### config.mk
export PLATFORM = sky130hd
export DESIGN_NAME = varint_zigzag_decoder_unit
export DESIGN_NICKNAME = d
export VERILOG_FILES = /design/src/rtl/vzd_pkg.sv /design/src/rtl/varint_zigzag_decoder_unit.sv
export SDC_FILE = /design/constraint.sdc
export NUM_CORES = 1
export LEC_CHECK = 0
export ABC_AREA = 1
export BUFFER_PORTS_ARGS = -buffer_cell sky130_fd_sc_hd__buf_2
export CAP_MARGIN = 10
export CORE_ASPECT_RATIO = 0.9
export CORE_UTILIZATION = 40
export CTS_CLUSTER_SIZE = 10
export DETAILED_ROUTE_END_ITERATION = 12
export GPL_TIMING_DRIVEN = 0
export SLEW_MARGIN = 20
export SYNTH_ARGS = -nofsm -noshare
export SYNTH_HDL_FRONTEND = slang
export SYNTH_SLANG_ARGS = --single-unit
### constraint.sdc
create_clock -name clk -period 3.8 [get_ports clk]
set_input_delay 0.76 -clock clk [delete_from_list [all_inputs] [get_ports clk]]
set_output_delay 0.76 -clock clk [all_outputs]
set_load 0.02 [all_outputs]
### src/rtl/vzd_pkg.sv
// Package for the varint zigzag decoder: field widths, group constants, state type.
// No dependencies.
`default_nettype none

package vzd_pkg;

    localparam int BYTE_W   = 8;
    localparam int VALUE_W  = 64;
    localparam int NARROW_W = 32;
    localparam int COUNT_W  = 4;
    localparam int SHIFT_W  = 6;

    localparam int GROUP_BITS = 7;

    localparam logic [COUNT_W-1:0] LAST_GROUP = 4'd8;
    localparam logic [BYTE_W-1:0]  CONT_MASK  = 8'h80;
    localparam logic [BYTE_W-1:0]  DATA_MASK  = 8'h7f;

    typedef struct packed {
        logic [VALUE_W-1:0] accumulator;
        logic [COUNT_W-1:0] group_index;
        logic               latched_wide;
        logic               latched_signed;
    } dec_state_t;

endpackage

`default_nettype wire

### src/rtl/varint_zigzag_decoder_unit.sv
// Top level of the varint zigzag decoder: byte accumulation, zigzag, result register.
// Depends on vzd_pkg.
`default_nettype none

// Decodes little-endian base-128 varints, one byte per transaction, at one byte per
// clock. Each byte is folded into the running value in the cycle it is accepted; the
// final byte of a value (top bit clear, or the ninth byte) loads the result register,
// which presents value_bits and byte_count on the output channel.
// The width and signed flags count only on the first byte of a value. The input is
// stalled only while a finished result waits in the result register and out_ready is
// low; otherwise a byte is taken every cycle.
module varint_zigzag_decoder_unit
(
    input  wire logic                         clk,
    input  wire logic                         rst_n,

    input  wire logic                         in_valid,
    output logic                              in_ready,
    input  wire logic [vzd_pkg::BYTE_W-1:0]   byte_in,
    input  wire logic                         wide,
    input  wire logic                         signed_value,

    output logic                              out_valid,
    input  wire logic                         out_ready,
    output logic [vzd_pkg::VALUE_W-1:0]       value_bits,
    output logic [vzd_pkg::COUNT_W-1:0]       byte_count
);

    vzd_pkg::dec_state_t                state_reg;
    vzd_pkg::dec_state_t                state_next;
    logic                               out_valid_reg;
    logic                               out_valid_next;
    logic [vzd_pkg::VALUE_W-1:0]        value_bits_reg;
    logic [vzd_pkg::VALUE_W-1:0]        value_bits_next;
    logic [vzd_pkg::COUNT_W-1:0]        byte_count_reg;
    logic [vzd_pkg::COUNT_W-1:0]        byte_count_next;

    logic                               in_fire;
    logic                               out_fire;
    logic [vzd_pkg::COUNT_W-1:0]        idx;
    logic                               is_first;
    logic                               is_last_group;
    logic                               cur_wide;
    logic                               cur_signed;
    logic [vzd_pkg::BYTE_W-1:0]         payload;
    logic [vzd_pkg::SHIFT_W-1:0]        shift_amt;
    logic [vzd_pkg::VALUE_W-1:0]        acc_sum;
    logic [vzd_pkg::VALUE_W-1:0]        acc_masked;
    logic [vzd_pkg::VALUE_W-1:0]        zz;
    logic                               done;

    assign in_fire  = in_valid && in_ready;
    assign out_fire = out_valid_reg && out_ready;
    assign in_ready = !out_valid_reg || out_ready;

    always_comb
    begin
        idx = (state_reg.group_index > vzd_pkg::LAST_GROUP) ? vzd_pkg::LAST_GROUP
                                                             : state_reg.group_index;
        is_first      = (idx == '0);
        is_last_group = (idx == vzd_pkg::LAST_GROUP);
        cur_wide      = is_first ? wide : state_reg.latched_wide;
        cur_signed    = is_first ? signed_value : state_reg.latched_signed;
        payload       = is_last_group ? byte_in : (byte_in & vzd_pkg::DATA_MASK);
        done          = is_last_group || ((byte_in & vzd_pkg::CONT_MASK) == '0);
        shift_amt     = vzd_pkg::SHIFT_W'(int'(idx) * vzd_pkg::GROUP_BITS);
        acc_sum       = state_reg.accumulator
                      | ({{(vzd_pkg::VALUE_W-vzd_pkg::BYTE_W){1'b0}}, payload} << shift_amt);
        acc_masked    = cur_wide ? acc_sum
                      : {{(vzd_pkg::VALUE_W-vzd_pkg::NARROW_W){1'b0}},
                         acc_sum[vzd_pkg::NARROW_W-1:0]};
        // zigzag: (v >> 1) ^ -(v & 1)
        zz = (acc_masked >> 1) ^ {vzd_pkg::VALUE_W{acc_masked[0]}};
        if (!cur_wide)
        begin
            zz[vzd_pkg::VALUE_W-1:vzd_pkg::NARROW_W] = '0;
        end
    end

    always_comb
    begin
        state_next      = state_reg;
        out_valid_next  = out_valid_reg && !out_fire;
        value_bits_next = value_bits_reg;
        byte_count_next = byte_count_reg;
        if (in_fire)
        begin
            if (done)
            begin
                state_next      = '0;
                out_valid_next  = 1'b1;
                value_bits_next = cur_signed ? zz : acc_masked;
                byte_count_next = idx + 4'd1;
            end
            else
            begin
                state_next.accumulator    = acc_masked;
                state_next.group_index    = idx + 4'd1;
                state_next.latched_wide   = cur_wide;
                state_next.latched_signed = cur_signed;
            end
        end
    end

    always_ff @(posedge clk or negedge rst_n)
    begin
        if (!rst_n)
        begin
            state_reg     <= '0;
            out_valid_reg <= 1'b0;
        end
        else
        begin
            state_reg     <= state_next;
            out_valid_reg <= out_valid_next;
        end
    end

    always_ff @(posedge clk)
    begin
        value_bits_reg <= value_bits_next;
        byte_count_reg <= byte_count_next;
    end

    assign out_valid  = out_valid_reg;
    assign value_bits = value_bits_reg;
    assign byte_count = byte_count_reg;

`ifndef SYNTHESIS
    a_index_range: assert property (@(posedge clk) disable iff (!rst_n)
        state_reg.group_index <= vzd_pkg::LAST_GROUP)
        else $error("group index past last group");

    a_done_loads_result: assert property (@(posedge clk) disable iff (!rst_n)
        (in_fire && done) |=> (out_valid && state_reg.group_index == '0))
        else $error("finished value did not load result");

    a_count_range: assert property (@(posedge clk) disable iff (!rst_n)
        out_valid |-> (byte_count >= 4'd1 && byte_count <= 4'd9))
        else $error("byte count out of range");

    a_narrow_acc: assert property (@(posedge clk) disable iff (!rst_n)
        !state_reg.latched_wide
        |-> (state_reg.accumulator[vzd_pkg::VALUE_W-1:vzd_pkg::NARROW_W] == '0))
        else $error("narrow accumulator has high bits");
`endif

endmodule

`default_nettype wire

==> key figures <==
Timing
  – Final Skew: ~10 ps
  – PnR worst setup slack: 112 ps
  – RSZ-0062 raised after global routing: no
  – Final Cycle Share: between 90% and 100%
  – Max-slew headroom: between 50% and 60%
  – Minimum clock period: between 3000 and 4000 ps
  – Final Slew Violations: 0
  – Slew @ Worst Pin: around 730 ps
  – Peak Freq: 271 MHz
  – Final setup viols: 0
  – Final hold violation count: 0

Cells and area
  – Most common cell after layout, fill and taps aside: nand2_1
  – Design Area, Final: roughly 9600 µm²
  – Synthesis-to-layout area growth: 20.2%
  – Layout cells sized above 1: between 15 and 20%
  – Nets: around 1.2k
  – Antenna cell count: 0
  – Max FFs per register: 70
  – Most frequent cells in the layout: nand2_1, nand3_1, buf_2

CTS
  – CTS max path bufs: 2
  – Post-CTS Hold Fix Bufs: 0
  – Root Buffer: clkbuf_16
  – H-tree depth: 4
  – CTS Buf Count: 17
  – CTS Sinks: 139
  – Clock transition at path regs: ~60 ps
  – Latest clock arrival within the worst-skew pair: ~440 ps
  – CTS tree: yes

Worst hold path
  – Hold Path Class: in2async

Floorplan
  – Starting Density: roughly 41%
  – Die height: 136 µm
  – Core Area: approximately 19000 µm²
  – Die area: between 20000 and 25000 µm²
  – Num ports: 84
  – Die Wd: around 150 µm
  – Number of core rows: 48

Logic synthesis
  – Flops & latches, synth: between 100 and 150
  – Largest area contributor in the netlist: edfxtp_1
  – Predominant post-synthesis flop cell: dfrtp_1
  – Yosys top cell area share: 25.5%
  – Distinct cells, synth: 34
  – Post-synth EDFFs: 68
  – Mapped Avg Cell Area: slightly below 8 µm²
  – Syn Inst Count: 1035
  – Synthesized area: roughly 8000 µm²
  – Synth area leaders: edfxtp_1, dfrtp_1, nand2_1
  – Mapped Nets: 1057
  – Post-synth ARST share: between 50% and 60%
  – Ys Warns: 0
  – Register area share after synthesis: 47.7%

Worst setup path
  – Max Fanout on Critical Path: 10
  – Worst Path Class, Setup: reg2reg
  – WP data required: between 3000 and 4000 ps
  – Worst path cell trace: buf_6 > inv_4 > buf_6 > nand2_1 > ha_1 > ha_1 > ha_1 > inv_1 > fa_2 > inv_1 > clkbuf_4 > nand3_1 > nand4_1 > nand2_1 > nand2_1 > nand3_1 > nand2_1
  – Critical Path Start Type: flip-flop
  – CP bufs+invs: 6
  – CP max stage delay: roughly 600 ps
  – Delay-heaviest family, CP: adder cells
  – CP most frequent cell: nand2_1
  – Slowest cell on crit path: fa_2
  – Worst EP arrival: 3870 ps
  – Endpoint class of the critical path: flip-flop

GRT
  – Initial antenna violation count: 0
  – Tot GR Track Use: 25.1%
  – Remaining global-route overflow: 0
  – Via count of the first global-routing pass: approximately 6.7k
  – First-pass GRT wire length: 38.1 mm
  – Largest net degree at the start of global routing: 48

Power and ir drop
  – Leak pwr: ~4.7 nW
  – Sw Pwr: around 3.3 mW
  – Worst VDD drop: ~0.36 mV
  – Int Power: between 4 and 5 mW
  – Power density over cell area: approximately 780 nW/µm²
  – Comb power frac: between 40% and 50%
  – Clock Power Share: between 20% and 30%
  – Switching portion of total power: between 40 and 50%
  – Part of the power in registers: a little over a quarter

Drt
  – Pre-Repair DR Iteration Count: 5
  – Remaining antenna violation count: 0
  – Wire per inst: roughly 18 µm
  – Initial drt markers: 750
  – Via/cell ratio: roughly 5.4
  – # DRC: 0
  – Routed via count: 7558
  – Final wirelength: 24.8 mm

Placement
  – Post-DP HPWL: 17.9 mm
  – Placed instance area: ~8800 µm²
  – Post-place setup slack: -381 ps
  – Port Buffers: between 80 and 90
  – GP Congestion: 0.962

Job
  – Maxcap violations: 0

Outcome
  – Status: completed
==> repair_timing <==
item | 4_1_cts | 5_1_grt
pin swaps | 0 | 7
endpoints found under the hold margin | 0 | 0
endpoints found under the setup margin | 85 | 58
resized for setup | 14 | 35
buffers inserted | 0 | 5
==> per-stage QoR <==
stage	total power [mW]	TNS (ps)	std cells	util [%]	hold WS, ps
floorplan	4.33	0	1035	-	450
global placement	5.36	-20490	1368	45.1	471
detailed placement	5.38	-13330	1371	45.4	475
CTS	7.31	0	1403	49.0	246
global route	7.89	0	1408	49.6	267
finish	7.46	0	1408	49.6	245
==> logic make-up after synthesis <==
group	share of synthesized area (%)
simple gates	32.0
flops	47.7
compound gates	9.64
buf+inv	8.86
xor+xnor	0.437
fa+ha+maj	1.44
==> power groups by stage <==
stage / Sequential (mW) / Clock (mW) / Combinational, mW
finish: 1.96 / 1.90 / 3.61
global route: 1.98 / 1.96 / 3.95
CTS: 1.96 / 1.91 / 3.44
detailed placement: 1.98 / 0 / 3.39
global placement: 1.98 / 0 / 3.38
floorplan: 2.12 / 0 / 2.21
==> cells in the mapped netlist (3+ instances only) <==
| cell type | count |
|---|---|
| a211oi_1 | 7 |
| a21oi_1 | 28 |
| a22o_1 | 4 |
| buf_1 | 6 |
| buf_2 | 28 |
| buf_4 | 3 |
| buf_6 | 7 |
| clkbuf_1 | 18 |
| dfrtp_1 | 71 |
| edfxtp_1 | 68 |
| ha_1 | 6 |
| inv_1 | 93 |
| inv_2 | 6 |
| nand2_1 | 387 |
| nand2_2 | 3 |
| nand3_1 | 131 |
| nand4_1 | 40 |
| nor2_1 | 17 |
| nor2_4 | 6 |
| o211ai_1 | 7 |
| o211ai_2 | 5 |
| o21ai_0 | 67 |
| o21ai_1 | 10 |
| o22ai_1 | 3 |
| xor2_1 | 3 |
==> final timing paths <==
check | startpoint | endpoint | slack, ps | cells after the start
max in group asynchronous | rst_n | state_reg[51]$_DFFE_PN0P_ | 2960 | 2
hold / removal | rst_n | state_reg[17]$_DFFE_PN0P_ | 240 | 1
setup reg to reg | state_reg[5]$_DFFE_PN0P_ | value_bits[44]$_DFFE_PP_ | 110 | 17
setup / recovery | state_reg[5]$_DFFE_PN0P_ | value_bits[44]$_DFFE_PP_ | 110 | 17
hold reg to reg | state_reg[41]$_DFFE_PN0P_ | state_reg[41]$_DFFE_PN0P_ | 480 | 2
min in group clk | state_reg[41]$_DFFE_PN0P_ | state_reg[41]$_DFFE_PN0P_ | 480 | 2
==> metal layers <==
| metal | part of all wire (%) | track usage [%] |
|---|---|---|
| met1 | 48 | 37.7 |
| met2 | 44 | 36.5 |
| met3 | 7.2 | 4.40 |
| met4 | 1.4 | 6.83 |
| met5 | 0 | 0 |
==> cell type report <==
class	instances	area, µm²
multi-input combinational	734	3560
sequential	139	3820
clock buffer	19	433
buffer	62	380
clock inverter	13	223
fill	1908	9770
inverter	100	378
tap	250	313
timing repair buffer	91	523
(Power assumes the default switching activity.)
